$ cat config.mk
export PLATFORM = sky130hd
export DESIGN_NAME = variable_partition_allocator_top
export DESIGN_NICKNAME = d
export VERILOG_FILES = /design/src/vpa_pkg.sv /design/src/variable_partition_allocator_top.sv
export SDC_FILE = /design/constraint.sdc
export NUM_CORES = 1
export LEC_CHECK = 0
export BUFFER_PORTS_ARGS = -buffer_cell sky130_fd_sc_hd__buf_4
export CAP_MARGIN = 0
export CORE_MARGIN = 8
export CORE_UTILIZATION = 60
export CTS_BUF_LIST = sky130_fd_sc_hd__clkbuf_2 sky130_fd_sc_hd__clkbuf_4 sky130_fd_sc_hd__clkbuf_8
export CTS_CLUSTER_SIZE = 14
export DETAILED_ROUTE_END_ITERATION = 12
export PLACE_DENSITY = 0.77
export REMOVE_ABC_BUFFERS = 1
export SETUP_SLACK_MARGIN = 0.5
export SLEW_MARGIN = 10
export SYNTH_ARGS = -nofsm -noshare
export SYNTH_HDL_FRONTEND = slang
export SYNTH_SLANG_ARGS = --single-unit
$ cat constraint.sdc
create_clock -name i_clk -period 9.4 [get_ports i_clk]
set_input_delay 1.88 -clock i_clk [delete_from_list [all_inputs] [get_ports i_clk]]
set_output_delay 1.88 -clock i_clk [all_outputs]
set_load 0.005 [all_outputs]
$ cat src/vpa_pkg.sv
// Shared types and constants of the variable partition allocator.
// No dependencies.
package vpa_pkg;

    localparam int MAX_ENTRIES_DEF = 16;
    localparam int ADDR_BITS_DEF   = 16;
    localparam int OWNER_BITS_DEF  = 8;
    localparam int PADDR_BITS      = 3;
    localparam int MSIZE_RESET     = 512;

    localparam logic [PADDR_BITS-1:0] REG_STRATEGY = 3'd0;
    localparam logic [PADDR_BITS-1:0] REG_MEM_SIZE = 3'd4;

    localparam logic OP_ALLOC = 1'b0;
    localparam logic OP_FREE  = 1'b1;

    localparam logic [1:0] FIT_FIRST = 2'd0;
    localparam logic [1:0] FIT_BEST  = 2'd1;
    localparam logic [1:0] FIT_NEXT  = 2'd2;
    localparam logic [1:0] FIT_NONE  = 2'd3;

    localparam logic [1:0] ST_OK       = 2'd0;
    localparam logic [1:0] ST_NO_FIT   = 2'd1;
    localparam logic [1:0] ST_BAD_FREE = 2'd2;
    localparam logic [1:0] ST_FULL     = 2'd3;

    typedef enum logic [3:0] {
        S_IDLE,
        S_SCAN,
        S_PICK,
        S_SH_RD,
        S_SH_WR,
        S_WR_REM,
        S_WR_OWN,
        S_F_IDX,
        S_F_PREV,
        S_F_NEXT,
        S_F_WR,
        S_MV_RD,
        S_MV_WR,
        S_DONE
    } t_state;

endpackage

$ cat src/variable_partition_allocator_top.sv
// Variable partition allocator, top level.
// Depends on vpa_pkg; the partition table is a local synchronous memory.
//
// One item at a time. An allocate reads the table one entry per cycle, then a split moves
// every entry behind the chosen one up by one and writes the remainder and the owned entry.
// A free reads the entry and its neighbors and writes the merged one, then moves the entries
// behind the merged span down to close the gap. The table has a single read port and a
// single write port. After reset and after each write of memory_size the block stalls while
// it writes the single free partition. A result waits in an output register, so a new item
// may be taken while the previous result is still stalled.
module variable_partition_allocator_top #(
    parameter int MAX_ENTRIES = vpa_pkg::MAX_ENTRIES_DEF,
    parameter int ADDR_BITS   = vpa_pkg::ADDR_BITS_DEF,
    parameter int OWNER_BITS  = vpa_pkg::OWNER_BITS_DEF,
    localparam int IW = $clog2(MAX_ENTRIES),
    localparam int CW = $clog2(MAX_ENTRIES + 1)
) (
    input  logic                          i_clk,
    input  logic                          i_rst_n,
    input  logic                          psel,
    input  logic                          penable,
    input  logic                          pwrite,
    input  logic [vpa_pkg::PADDR_BITS-1:0] paddr,
    input  logic [31:0]                   pwdata,
    output logic [31:0]                   prdata,
    output logic                          pready,
    input  logic                          i_in_valid,
    output logic                          o_in_stall,
    input  logic                          i_opcode,
    input  logic [ADDR_BITS-1:0]          i_request_size,
    input  logic [OWNER_BITS-1:0]         i_owner_id,
    input  logic [IW-1:0]                 i_entry_index,
    output logic                          o_out_valid,
    input  logic                          i_out_stall,
    output logic [1:0]                    o_status,
    output logic [IW-1:0]                 o_granted_index,
    output logic [ADDR_BITS-1:0]          o_start_address,
    output logic [CW-1:0]                 o_entry_count
);

    localparam int EW = 2 * ADDR_BITS + OWNER_BITS;

    logic [EW-1:0] mem [MAX_ENTRIES];

    vpa_pkg::t_state r_state, n_state;
    logic                  r_init, n_init;
    logic [1:0]            r_strategy;
    logic [ADDR_BITS-1:0]  r_msize;
    logic [CW-1:0]         r_used, n_used;
    logic [IW-1:0]         r_cursor, n_cursor;
    logic [ADDR_BITS-1:0]  r_want, n_want;
    logic [OWNER_BITS-1:0] r_owner, n_owner;
    logic [IW-1:0]         r_idx, n_idx;
    logic [IW-1:0]         r_pos, n_pos;
    logic [CW-1:0]         r_n, n_n;
    logic                  r_chk, n_chk;
    logic [IW-1:0]         r_chk_pos, n_chk_pos;
    logic                  r_found, n_found;
    logic [IW-1:0]         r_sel_pos, n_sel_pos;
    logic [ADDR_BITS-1:0]  r_sel_start, n_sel_start;
    logic [ADDR_BITS-1:0]  r_sel_size, n_sel_size;
    logic [CW-1:0]         r_k, n_k;
    logic [IW-1:0]         r_lo, n_lo;
    logic [IW-1:0]         r_hi, n_hi;
    logic [ADDR_BITS-1:0]  r_lo_start, n_lo_start;
    logic [ADDR_BITS-1:0]  r_sum, n_sum;
    logic [1:0]            r_res_status, n_res_status;
    logic [IW-1:0]         r_res_gidx, n_res_gidx;
    logic [ADDR_BITS-1:0]  r_res_addr, n_res_addr;
    logic                  r_out_valid, n_out_valid;
    logic [1:0]            r_out_status, n_out_status;
    logic [IW-1:0]         r_out_gidx, n_out_gidx;
    logic [ADDR_BITS-1:0]  r_out_addr, n_out_addr;
    logic [CW-1:0]         r_out_count, n_out_count;
    logic [EW-1:0]         r_rd_data;

    logic                  w_we;
    logic [IW-1:0]         w_waddr;
    logic [EW-1:0]         w_wdata;
    logic                  w_re;
    logic [IW-1:0]         w_raddr;
    logic                  w_cfg_wr;

    logic [ADDR_BITS-1:0]  rd_start;
    logic [ADDR_BITS-1:0]  rd_size;
    logic [OWNER_BITS-1:0] rd_owner;

    assign rd_start = r_rd_data[EW-1 -: ADDR_BITS];
    assign rd_size  = r_rd_data[OWNER_BITS +: ADDR_BITS];
    assign rd_owner = r_rd_data[OWNER_BITS-1:0];

    // configuration port
    assign pready   = 1'b1;
    assign w_cfg_wr = psel && penable && pwrite;

    always_comb begin
        prdata = '0;
        unique case (paddr)
            vpa_pkg::REG_STRATEGY: prdata = 32'(r_strategy);
            vpa_pkg::REG_MEM_SIZE: prdata = 32'(r_msize);
            default:               prdata = '0;
        endcase
    end

    always_ff @(posedge i_clk) begin
        if (!i_rst_n) begin
            r_strategy <= vpa_pkg::FIT_FIRST;
            r_msize    <= ADDR_BITS'(vpa_pkg::MSIZE_RESET);
        end else if (w_cfg_wr) begin
            unique case (paddr)
                vpa_pkg::REG_STRATEGY: r_strategy <= pwdata[1:0];
                vpa_pkg::REG_MEM_SIZE: r_msize    <= ADDR_BITS'(pwdata[15:0]);
                default: ;
            endcase
        end
    end

    assign o_in_stall      = (r_state != vpa_pkg::S_IDLE) || r_init;
    assign o_out_valid     = r_out_valid;
    assign o_status        = r_out_status;
    assign o_granted_index = r_out_gidx;
    assign o_start_address = r_out_addr;
    assign o_entry_count   = r_out_count;

    // table memory: one write port, one registered read port
    always_ff @(posedge i_clk) begin
        if (w_we) begin
            mem[w_waddr] <= w_wdata;
        end
        if (w_re) begin
            r_rd_data <= mem[w_raddr];
        end
    end

    always_comb begin
        logic          hit;
        logic          issue;
        logic [CW-1:0] nxt;
        logic [IW-1:0] d;

        n_state      = r_state;
        n_init       = r_init;
        n_used       = r_used;
        n_cursor     = r_cursor;
        n_want       = r_want;
        n_owner      = r_owner;
        n_idx        = r_idx;
        n_pos        = r_pos;
        n_n          = r_n;
        n_chk        = 1'b0;
        n_chk_pos    = r_pos;
        n_found      = r_found;
        n_sel_pos    = r_sel_pos;
        n_sel_start  = r_sel_start;
        n_sel_size   = r_sel_size;
        n_k          = r_k;
        n_lo         = r_lo;
        n_hi         = r_hi;
        n_lo_start   = r_lo_start;
        n_sum        = r_sum;
        n_res_status = r_res_status;
        n_res_gidx   = r_res_gidx;
        n_res_addr   = r_res_addr;
        n_out_valid  = r_out_valid && i_out_stall;
        n_out_status = r_out_status;
        n_out_gidx   = r_out_gidx;
        n_out_addr   = r_out_addr;
        n_out_count  = r_out_count;
        w_we         = 1'b0;
        w_waddr      = '0;
        w_wdata      = '0;
        w_re         = 1'b0;
        w_raddr      = '0;
        hit          = r_chk && (rd_owner == '0) && (rd_size >= r_want);
        issue        = 1'b0;
        nxt          = CW'(r_pos) + CW'(1);
        d            = r_hi - r_lo;

        unique case (r_state)
            vpa_pkg::S_IDLE: begin
                if (r_init) begin
                    w_we     = 1'b1;
                    w_waddr  = '0;
                    w_wdata  = {ADDR_BITS'(0), r_msize, OWNER_BITS'(0)};
                    n_used   = CW'(1);
                    n_cursor = '0;
                    n_init   = 1'b0;
                end else if (i_in_valid) begin
                    n_want       = i_request_size;
                    n_owner      = i_owner_id;
                    n_idx        = i_entry_index;
                    n_res_status = vpa_pkg::ST_OK;
                    n_res_gidx   = '0;
                    n_res_addr   = '0;
                    if (i_opcode == vpa_pkg::OP_FREE) begin
                        if (CW'(i_entry_index) >= r_used) begin
                            n_res_status = vpa_pkg::ST_BAD_FREE;
                            n_state      = vpa_pkg::S_DONE;
                        end else begin
                            w_re    = 1'b1;
                            w_raddr = i_entry_index;
                            n_state = vpa_pkg::S_F_IDX;
                        end
                    end else if (i_request_size == '0 || i_owner_id == '0 ||
                                 r_strategy == vpa_pkg::FIT_NONE) begin
                        n_res_status = vpa_pkg::ST_NO_FIT;
                        n_state      = vpa_pkg::S_DONE;
                    end else begin
                        n_pos   = (r_strategy == vpa_pkg::FIT_NEXT &&
                                   CW'(r_cursor) < r_used) ? r_cursor : '0;
                        n_n     = '0;
                        n_found = 1'b0;
                        n_state = vpa_pkg::S_SCAN;
                    end
                end
            end

            // one read issued per cycle, the previous one checked
            vpa_pkg::S_SCAN: begin
                if (hit && r_strategy != vpa_pkg::FIT_BEST) begin
                    n_found     = 1'b1;
                    n_sel_pos   = r_chk_pos;
                    n_sel_start = rd_start;
                    n_sel_size  = rd_size;
                    n_state     = vpa_pkg::S_PICK;
                end else begin
                    if (hit && (!r_found || rd_size < r_sel_size)) begin
                        n_found     = 1'b1;
                        n_sel_pos   = r_chk_pos;
                        n_sel_start = rd_start;
                        n_sel_size  = rd_size;
                    end
                    issue = (r_n < r_used);
                    if (issue) begin
                        w_re      = 1'b1;
                        w_raddr   = r_pos;
                        n_chk     = 1'b1;
                        n_chk_pos = r_pos;
                        n_n       = r_n + CW'(1);
                        n_pos     = (nxt < r_used) ? nxt[IW-1:0] : '0;
                    end else if (!r_chk) begin
                        n_state = vpa_pkg::S_PICK;
                    end
                end
            end

            vpa_pkg::S_PICK: begin
                if (!r_found) begin
                    n_res_status = vpa_pkg::ST_NO_FIT;
                    n_state      = vpa_pkg::S_DONE;
                end else if (r_sel_size > r_want) begin
                    if (r_used == CW'(MAX_ENTRIES)) begin
                        n_res_status = vpa_pkg::ST_FULL;
                        n_state      = vpa_pkg::S_DONE;
                    end else begin
                        n_k = r_used - CW'(1);
                        if (r_used - CW'(1) > CW'(r_sel_pos)) begin
                            n_state = vpa_pkg::S_SH_RD;
                        end else begin
                            n_state = vpa_pkg::S_WR_REM;
                        end
                    end
                end else begin
                    n_state = vpa_pkg::S_WR_OWN;
                end
            end

            // move entries behind the split up by one, last first
            vpa_pkg::S_SH_RD: begin
                w_re    = 1'b1;
                w_raddr = r_k[IW-1:0];
                n_state = vpa_pkg::S_SH_WR;
            end

            vpa_pkg::S_SH_WR: begin
                w_we    = 1'b1;
                w_waddr = r_k[IW-1:0] + IW'(1);
                w_wdata = r_rd_data;
                if (r_k[IW-1:0] == r_sel_pos + IW'(1)) begin
                    n_state = vpa_pkg::S_WR_REM;
                end else begin
                    n_k     = r_k - CW'(1);
                    n_state = vpa_pkg::S_SH_RD;
                end
            end

            vpa_pkg::S_WR_REM: begin
                w_we    = 1'b1;
                w_waddr = r_sel_pos + IW'(1);
                w_wdata = {r_sel_start + r_want, r_sel_size - r_want, OWNER_BITS'(0)};
                n_used  = r_used + CW'(1);
                n_state = vpa_pkg::S_WR_OWN;
            end

            vpa_pkg::S_WR_OWN: begin
                w_we    = 1'b1;
                w_waddr = r_sel_pos;
                w_wdata = {r_sel_start, r_want, r_owner};
                if (r_strategy == vpa_pkg::FIT_NEXT) begin
                    n_cursor = r_sel_pos;
                end
                n_res_gidx = r_sel_pos;
                n_res_addr = r_sel_start;
                n_state    = vpa_pkg::S_DONE;
            end

            vpa_pkg::S_F_IDX: begin
                if (rd_owner == '0) begin
                    n_res_status = vpa_pkg::ST_BAD_FREE;
                    n_state      = vpa_pkg::S_DONE;
                end else begin
                    n_lo       = r_idx;
                    n_hi       = r_idx;
                    n_lo_start = rd_start;
                    n_sum      = rd_size;
                    if (r_idx != '0) begin
                        w_re    = 1'b1;
                        w_raddr = r_idx - IW'(1);
                        n_state = vpa_pkg::S_F_PREV;
                    end else if (CW'(r_idx) + CW'(1) < r_used) begin
                        w_re    = 1'b1;
                        w_raddr = r_idx + IW'(1);
                        n_state = vpa_pkg::S_F_NEXT;
                    end else begin
                        n_state = vpa_pkg::S_F_WR;
                    end
                end
            end

            vpa_pkg::S_F_PREV: begin
                if (rd_owner == '0) begin
                    n_lo       = r_idx - IW'(1);
                    n_lo_start = rd_start;
                    n_sum      = r_sum + rd_size;
                end
                if (CW'(r_idx) + CW'(1) < r_used) begin
                    w_re    = 1'b1;
                    w_raddr = r_idx + IW'(1);
                    n_state = vpa_pkg::S_F_NEXT;
                end else begin
                    n_state = vpa_pkg::S_F_WR;
                end
            end

            vpa_pkg::S_F_NEXT: begin
                if (rd_owner == '0) begin
                    n_hi  = r_idx + IW'(1);
                    n_sum = r_sum + rd_size;
                end
                n_state = vpa_pkg::S_F_WR;
            end

            // merged free entry at lo; entries past hi close the gap of d slots
            vpa_pkg::S_F_WR: begin
                w_we    = 1'b1;
                w_waddr = r_lo;
                w_wdata = {r_lo_start, r_sum, OWNER_BITS'(0)};
                n_k     = CW'(r_hi) + CW'(1);
                if (d == '0) begin
                    n_state = vpa_pkg::S_DONE;
                end else if (CW'(r_hi) + CW'(1) < r_used) begin
                    n_state = vpa_pkg::S_MV_RD;
                end else begin
                    n_used  = r_used - CW'(d);
                    n_state = vpa_pkg::S_DONE;
                end
            end

            vpa_pkg::S_MV_RD: begin
                w_re    = 1'b1;
                w_raddr = r_k[IW-1:0];
                n_state = vpa_pkg::S_MV_WR;
            end

            vpa_pkg::S_MV_WR: begin
                w_we    = 1'b1;
                w_waddr = r_k[IW-1:0] - d;
                w_wdata = r_rd_data;
                n_k     = r_k + CW'(1);
                if (r_k + CW'(1) < r_used) begin
                    n_state = vpa_pkg::S_MV_RD;
                end else begin
                    n_used  = r_used - CW'(d);
                    n_state = vpa_pkg::S_DONE;
                end
            end

            vpa_pkg::S_DONE: begin
                if (!r_out_valid || !i_out_stall) begin
                    n_out_valid  = 1'b1;
                    n_out_status = r_res_status;
                    n_out_gidx   = r_res_gidx;
                    n_out_addr   = r_res_addr;
                    n_out_count  = r_used;
                    n_state      = vpa_pkg::S_IDLE;
                end
            end

            default: n_state = vpa_pkg::S_IDLE;
        endcase

        if (w_cfg_wr && paddr == vpa_pkg::REG_MEM_SIZE) begin
            n_init = 1'b1;
        end
    end

    always_ff @(posedge i_clk) begin
        if (!i_rst_n) begin
            r_state     <= vpa_pkg::S_IDLE;
            r_init      <= 1'b1;
            r_used      <= CW'(1);
            r_cursor    <= '0;
            r_chk       <= 1'b0;
            r_found     <= 1'b0;
            r_out_valid <= 1'b0;
        end else begin
            r_state     <= n_state;
            r_init      <= n_init;
            r_used      <= n_used;
            r_cursor    <= n_cursor;
            r_chk       <= n_chk;
            r_found     <= n_found;
            r_out_valid <= n_out_valid;
        end
    end

    always_ff @(posedge i_clk) begin
        r_want       <= n_want;
        r_owner      <= n_owner;
        r_idx        <= n_idx;
        r_pos        <= n_pos;
        r_n          <= n_n;
        r_chk_pos    <= n_chk_pos;
        r_sel_pos    <= n_sel_pos;
        r_sel_start  <= n_sel_start;
        r_sel_size   <= n_sel_size;
        r_k          <= n_k;
        r_lo         <= n_lo;
        r_hi         <= n_hi;
        r_lo_start   <= n_lo_start;
        r_sum        <= n_sum;
        r_res_status <= n_res_status;
        r_res_gidx   <= n_res_gidx;
        r_res_addr   <= n_res_addr;
        r_out_status <= n_out_status;
        r_out_gidx   <= n_out_gidx;
        r_out_addr   <= n_out_addr;
        r_out_count  <= n_out_count;
    end

endmodule

==> impl_metrics.yaml, run 1 <==
synthesis:
  synth_top_family_by_area: "compound AO/OA/AOI/OAI gates"
  synthFlopType: "edfxtp_1"
  ys_seq_area_share_pct: 66.04
  yosysMostFrequentCell: "edfxtp_1"
  synth_top_area_share_pct: 64.07
  async_reset_ff_share_pct: 0
  synth_compound_area_share_pct: 12.46
  syn_inst: 2933
  ys_types: 74
  synth_seq_cells: 886
  synth_area_mm2: 0.03970
  syn_area_per_cell_um2: 13.53
  synth_top_area_cell: "edfxtp_1"
  synth_edf_count: 847
  yosys_warnings: 0
  yosys.area_share.simple_pct: 10.40
  synth_common_cells: "edfxtp_1 (847), nand2_1 (308), and3_1 (185)"
  synthMuxAreaShare_pct: 2.351
  synth_area_leaders: "edfxtp_1 (64%), ha_1 (4.0%), a211oi_1 (3.2%)"
  synthXorXnorAreaFrac_pct: 1.500
  synth_fa_ha_area_share_pct: 4.337
pwr:
  p_int_mw: 7.737
  power_density_mw_per_mm2: 256.9
  switching_share_pct: 32.18
  pwr-share-comb_pct: 24.4
  vdd_drop_max_mv: 0.1911
  power_leakage_nw: 16.70
  power_frac_seq_pct: 46.1
  power_mw: 11.41
  p_clk_share_pct: 29.5
  switchingPower_mw: 3.671
finish:
  final_cells: 4051
  fin_util_pct: 67.66
  syn2layout_area_growth_pct: 11.87
  fillCellCount: 4491
  layout-drive-gt1-share_pct: 13.97
  finalNetCount: 3279
  design_area_mm2: 0.04441
floorplan:
  pin_count: 133
  dieArea_mm2: 0.07465
  die_height_um: 273.2
  design.core.area_mm2: 0.06563
  rows: 94
  start_util_pct: 60.49
  dieWidth_um: 273.2
sta:
  fin_worst_skew_ns: 0.04708
  max_freq_mhz: 170.8
  drv_slew: 2
  period_needed_ns: 5.854
  holdWs_ns: 0.4026
  tightest_slew_ns: 1.556
  rsz0062_at_grt: "false"
  tns_ns: 0
  maxSlewHeadroom_pct: -4.715
  finalHoldViolCount: 0
  period_share_pct: 62.28
  setup_violations: 0
  fin_ws_ns: 3.546
critical_path:
  critPathArrivalTime_ns: 6.39
  crit_fanout: 136
  r2r_start: "r_rd_data[0]$_DFFE_PP_"
  worstSetupStartpointType: "flip-flop"
  cp.required_ns: 9.94
  worst_setup_path_end_kind: "flip-flop"
  critPathKind: "reg2reg"
  critPathLaunch: "r_rd_data[0]$_DFFE_PP_"
detailed_routing:
  drt_iter0_drc: 3948
  drc_errors: 0
  wire_per_inst_um: 28.01
  vias: 27058
  viasPerCell: 6.679
  ant_nets: 0
  routed_wl_mm: 113.5
  drt-pass1-iter-count: 6
flow_run:
  drv_cap: 1
cts:
  cts_tree: "built"
  cts_made_buffers: 141
  cts.reportedPaths.clkPinSlew_ns: 0.06
  clkLatencyLatePin_ns: 0.83
  cts-root-buf: "clkbuf_8"
  htree_levels: 4
  cts_resized: 0
  clock_sinks: 886
  post_cts_buffers: 0
  ctsHoldBuffers: 0
  clockBufferDepth: 3
grt:
  grt_first_pass_wirelength_mm: 166.3
  track_usage_pct: 30.01
  grt_pass1_vias: 26789
  grt_start_max_net_pins: 137
  antenna_found_initial: 3
  overflow: 0
worst_hold_path:
  worstHoldPathType: "reg2reg"
  min_from: "r_chk_pos[0]$_DFF_P_"
place:
  postPlaceCellArea_mm2: 0.04151
  place_inst: 3795
  place_ws_ns: 3.005
  gp_congestion: 0.9597
  portBuffers: 99
  hpwl_mm: 65.95
status:
  status: "finished, violations left"
  violations: "max-capacitance violations, max-slew violations"
==> routing by layer <==
layer	vias to the layer above	part of all wire (%)	global-route usage [%]	wire [um]
li1	11664	-	-	-
met1	13246	37	39.57	42370
met2	1808	46	46.34	52380
met3	336	12	7.336	13640
met4	4	4.5	15.35	5053
met5	-	0.025	0	28
==> cell usage in the layout, fill, tap and decap left out, types with 7 or more instances in the layout <==
cell	Yosys	routed
nand2b_1	20	20
nand4_1	9	9
or3_1	7	7
a221o_1	7	7
a222oi_1	11	11
clkbuf_4	0	55
xor2_1	25	25
a22oi_1	14	14
conb_1	2	17
nand3_1	30	30
o21a_1	12	12
nor4_1	11	10
clkbuf_8	0	154
o21ai_0	76	74
clkinv_1	0	27
inv_1	81	81
a21o_1	28	27
buf_4	24	166
a221oi_1	17	17
nand2_1	308	305
ha_1	128	128
and4_1	43	43
edfxtp_1	847	847
a22o_1	9	9
and3_1	185	185
a21boi_0	26	25
a32oi_1	82	82
o31ai_1	8	8
nor2_1	93	73
o21bai_1	83	83
mux2i_1	91	91
a211oi_1	168	168
a21oi_1	67	66
nor3_1	35	31
nor2_4	0	20
o211ai_1	13	13
dfxtp_1	39	39
nor2b_1	22	22
and2_1	25	23
xnor2_1	43	43
==> critical path: stages, from the launching register on <==
cell and delay [ns]:
edfxtp_1 0.47, nor4_2 0.79, nand2_1 0.37, nor3_2 0.32, a21o_4 0.45, buf_4 0.90
and2_4 0.59, buf_12 0.49, mux2i_1 0.35, a32oi_1 0.12, and4_1 0.25
==> kinds of logic (layout without fill, tap and decap cells) <==
group | count (synthesis) | in the layout
DFF | 886 | 886
and+or+nand+nor | 810 | 810
AOI/OAI and AO/OA | 674 | 674
buffers and inverters | 266 | 503
adders and majority gates | 134 | 134
muxes | 93 | 93
xor gates and xnor gates | 68 | 68
other | 2 | 19
==> cell type report <==
cell class | count | area, um^2 | share of cell area (%)
Sequential cell | 886 | 26220 | 59.03
Multi-Input combinational cell | 1796 | 12630 | 28.44
Clock buffer | 209 | 2532 | 5.703
Timing Repair Buffer | 168 | 1286 | 2.897
Tap cell | 864 | 1081 | 2.434
Clock inverter | 45 | 354.1 | 0.7974
Inverter | 81 | 304.0 | 0.6847
Antenna cell | 2 | 5.005 | 0.01127
==> worst paths after layout <==
check	endpoint	slack, ns	depth (start not counted)
max	r_rd_data[35]$_DFFE_PP_	3.55	10
min	r_sel_pos[0]$_DFFE_PP_	0.40	0
max reg2reg	r_rd_data[35]$_DFFE_PP_	3.55	10
min reg2reg	r_sel_pos[0]$_DFFE_PP_	0.40	0
==> power by group through the flow <==
stage	logic, mW	registers (mW)	clock network (mW)
CTS	2.72	5.25	3.38
global route	2.97	5.28	3.55
global placement	2.61	5.31	0
floorplan	1.75	5.25	0
detailed placement	2.70	5.33	0
finish	2.78	5.26	3.37
==> sequential cells by signal, indices dropped and copies added (netlist names), 8 cells and up <==
name and cells:
r_rd_data 40, r_want 16, r_msize 16, r_sel_start 16, r_owner 8, r_res_addr 16, r_sum 16, mem 640
o_start_address 16, r_lo_start 16, r_sel_size 16
Note: power is estimated with default switching activity, not from simulation.
==> run 2, diff against run 1 <==
--- a/config.mk
+++ b/config.mk
@@ -8,11 +8,11 @@
 export BUFFER_PORTS_ARGS = -buffer_cell sky130_fd_sc_hd__buf_4
 export CAP_MARGIN = 0
 export CORE_MARGIN = 8
-export CORE_UTILIZATION = 60
+export CORE_UTILIZATION = 58
 export CTS_BUF_LIST = sky130_fd_sc_hd__clkbuf_2 sky130_fd_sc_hd__clkbuf_4 sky130_fd_sc_hd__clkbuf_8
 export CTS_CLUSTER_SIZE = 14
 export DETAILED_ROUTE_END_ITERATION = 12
-export PLACE_DENSITY = 0.77
+export PLACE_DENSITY = 0.78
 export REMOVE_ABC_BUFFERS = 1
 export SETUP_SLACK_MARGIN = 0.5
 export SLEW_MARGIN = 10
==> constraint.sdc (replaced) <==
create_clock -name i_clk -period 5.3 [get_ports i_clk]
set_input_delay 1.06 -clock i_clk [delete_from_list [all_inputs] [get_ports i_clk]]
set_output_delay 1.06 -clock i_clk [all_outputs]
set_load 0.005 [all_outputs]
==> run 2 against run 1 <==
  * The run now ends clean
  * Sequential share of layout area fell by 0.45 points
  * Count of clock-buffer cells in the layout fell by 21
  * Hold slack improved by 0.0033 ns
  * Via count rose by 0.25%
  * Die area rose by 3.2%
  * Clock skew fell by 0.0036 ns
  * Utilization fell by 2.1 points
  * Maximum frequency rose by 26%
  * Register-to-register slack got worse by 2.9 ns
  * First-iteration DRC count fell by 22%
  * Combinational power rose by 81%
  * Critical endpoint is now r_rd_data[16]$_DFFE_PP_
  * Largest power group unchanged
==> impl_metrics.yaml, run 2 (synthesis results as in run 1) <==
grt:
  overflow: 0
  grt_first_pass_wirelength_mm: 163.3
  grt_start_max_net_pins: 169
  antenna_found_initial: 3
  track_usage_pct: 28.08
  grt_pass1_vias: 26858
cts:
  clockBufferDepth: 3
  cts_made_buffers: 144
  cts.reportedPaths.clkPinSlew_ns: 0.06
  ctsHoldBuffers: 0
  cts_resized: 0
  cts-root-buf: "clkbuf_8"
  cts_tree: "built"
  post_cts_buffers: 0
  htree_levels: 4
  clock_sinks: 886
  clkLatencyLatePin_ns: 0.82
pwr:
  power_leakage_nw: 16.81
  switching_share_pct: 32.43
  power_frac_seq_pct: 46.3
  p_int_mw: 13.59
  p_clk_share_pct: 28.6
  vdd_drop_max_mv: 0.3549
  power_density_mw_per_mm2: 449.6
  power_mw: 20.12
  switchingPower_mw: 6.524
  pwr-share-comb_pct: 25.1
floorplan:
  start_util_pct: 58.18
  pin_count: 133
  die_height_um: 277.6
  design.core.area_mm2: 0.06823
  dieArea_mm2: 0.07707
  rows: 96
  dieWidth_um: 277.6
finish:
  layout-drive-gt1-share_pct: 14.04
  finalNetCount: 3293
  top_register: "mem"
  top_regs: "mem: 640 flops, r_rd_data: 40 flops"
  layout_common_cells: "edfxtp_1 (847), nand2_1 (305), and3_1 (185)"
  syn2layout_area_growth_pct: 12.72
  final_common_cell: "edfxtp_1"
  design_area_mm2: 0.04475
  largest_reg_flops: 640
  fin_util_pct: 65.58
  final_cells: 4083
critical_path:
  worstSetupStartpointType: "flip-flop"
  critPathArrivalTime_ns: 5.29
  crit_fanout: 42
  worst_setup_path_end_kind: "flip-flop"
  cp.required_ns: 5.94
  critPathKind: "reg2reg"
sta:
  fin_worst_skew_ns: 0.04353
  maxSlewHeadroom_pct: 16.43
  setup_violations: 0
  holdWs_ns: 0.4059
  finalHoldViolCount: 0
  drv_slew: 0
  max_freq_mhz: 214.9
  tightest_slew_ns: 1.248
  period_share_pct: 87.81
  rsz0062_at_grt: "false"
  period_needed_ns: 4.654
place:
  portBuffers: 99
  postPlaceCellArea_mm2: 0.04194
  gp_congestion: 0.9413
  place_inst: 3824
  hpwl_mm: 65.69
detailed_routing:
  drc_errors: 0
  drt_iter0_drc: 3087
  vias: 27126
  wire_per_inst_um: 27.27
  routed_wl_mm: 111.3
  drt-pass1-iter-count: 9
  viasPerCell: 6.644
  ant_nets: 0
worst_hold_path:
  worstHoldPathType: "reg2reg"
flow_run:
  drv_cap: 0
status:
  status: "complete, no violations"
==> run 2: power by group through the flow <==
stage | Combinational (mW) | Sequential [mW] | Clock, mW
after global routing | 5.39 | 9.35 | 6.12
after floorplan | 3.10 | 9.31 | 0
final | 5.04 | 9.31 | 5.76
after CTS | 4.93 | 9.30 | 5.82
after detailed placement | 4.91 | 9.44 | 0
after global placement | 4.71 | 9.40 | 0
==> run 2: final cells by class <==
cell class | instances | area, um^2
Antenna cell | 2 | 5.005
Multi-Input combinational cell | 1796 | 12640
Fill cell | 4705 | 23480
Clock buffer | 188 | 2325
Inverter | 81 | 304.0
Tap cell | 882 | 1104
Clock inverter | 69 | 460.4
Sequential cell | 886 | 26220
Timing Repair Buffer | 179 | 1694
==> run 2: final timing paths <==
kind	to	depth (start not counted)	slack (ns)	startpoint
max	r_rd_data[16]$_DFFE_PP_	12	0.65	r_want[2]$_DFFE_PP_
min	r_sel_pos[1]$_DFFE_PP_	0	0.41	r_chk_pos[1]$_DFF_P_
max reg2reg	r_rd_data[16]$_DFFE_PP_	12	0.65	r_want[2]$_DFFE_PP_
min reg2reg	r_sel_pos[1]$_DFFE_PP_	0	0.41	r_chk_pos[1]$_DFF_P_
==> run 2: routing by layer <==
metal  track usage (%)  wire length (um)  vias up
li1                  -                 -    11697
met1             36.82             41380    13310
met2             44.05             51660     1801
met3             6.672             13480      318
met4             13.62              4807        0
met5                 0                 0        -
==> run 2: stage by stage <==
step	TNS (ns)	worst slack, ns
6_report	0	0.6463
5_1_grt	0	0.5342
4_1_cts	0	0.7718
3_5_place_dp	0	0.5911
3_3_place_gp	0	0.5991
2_1_floorplan	-194.49	-4.862
==> run 2: critical path: stages (launching register included) <==
cell      delay, ns
edfxtp_1       0.44
inv_1          0.10
ha_1           0.31
a211oi_1       0.22
o21ai_0        0.13
a21oi_1        0.35
o21ai_1        0.26
a211oi_2       0.67
a21bo_4        0.73
buf_4          0.68
a211oi_1       0.10
o21bai_1       0.21
and4_1         0.25
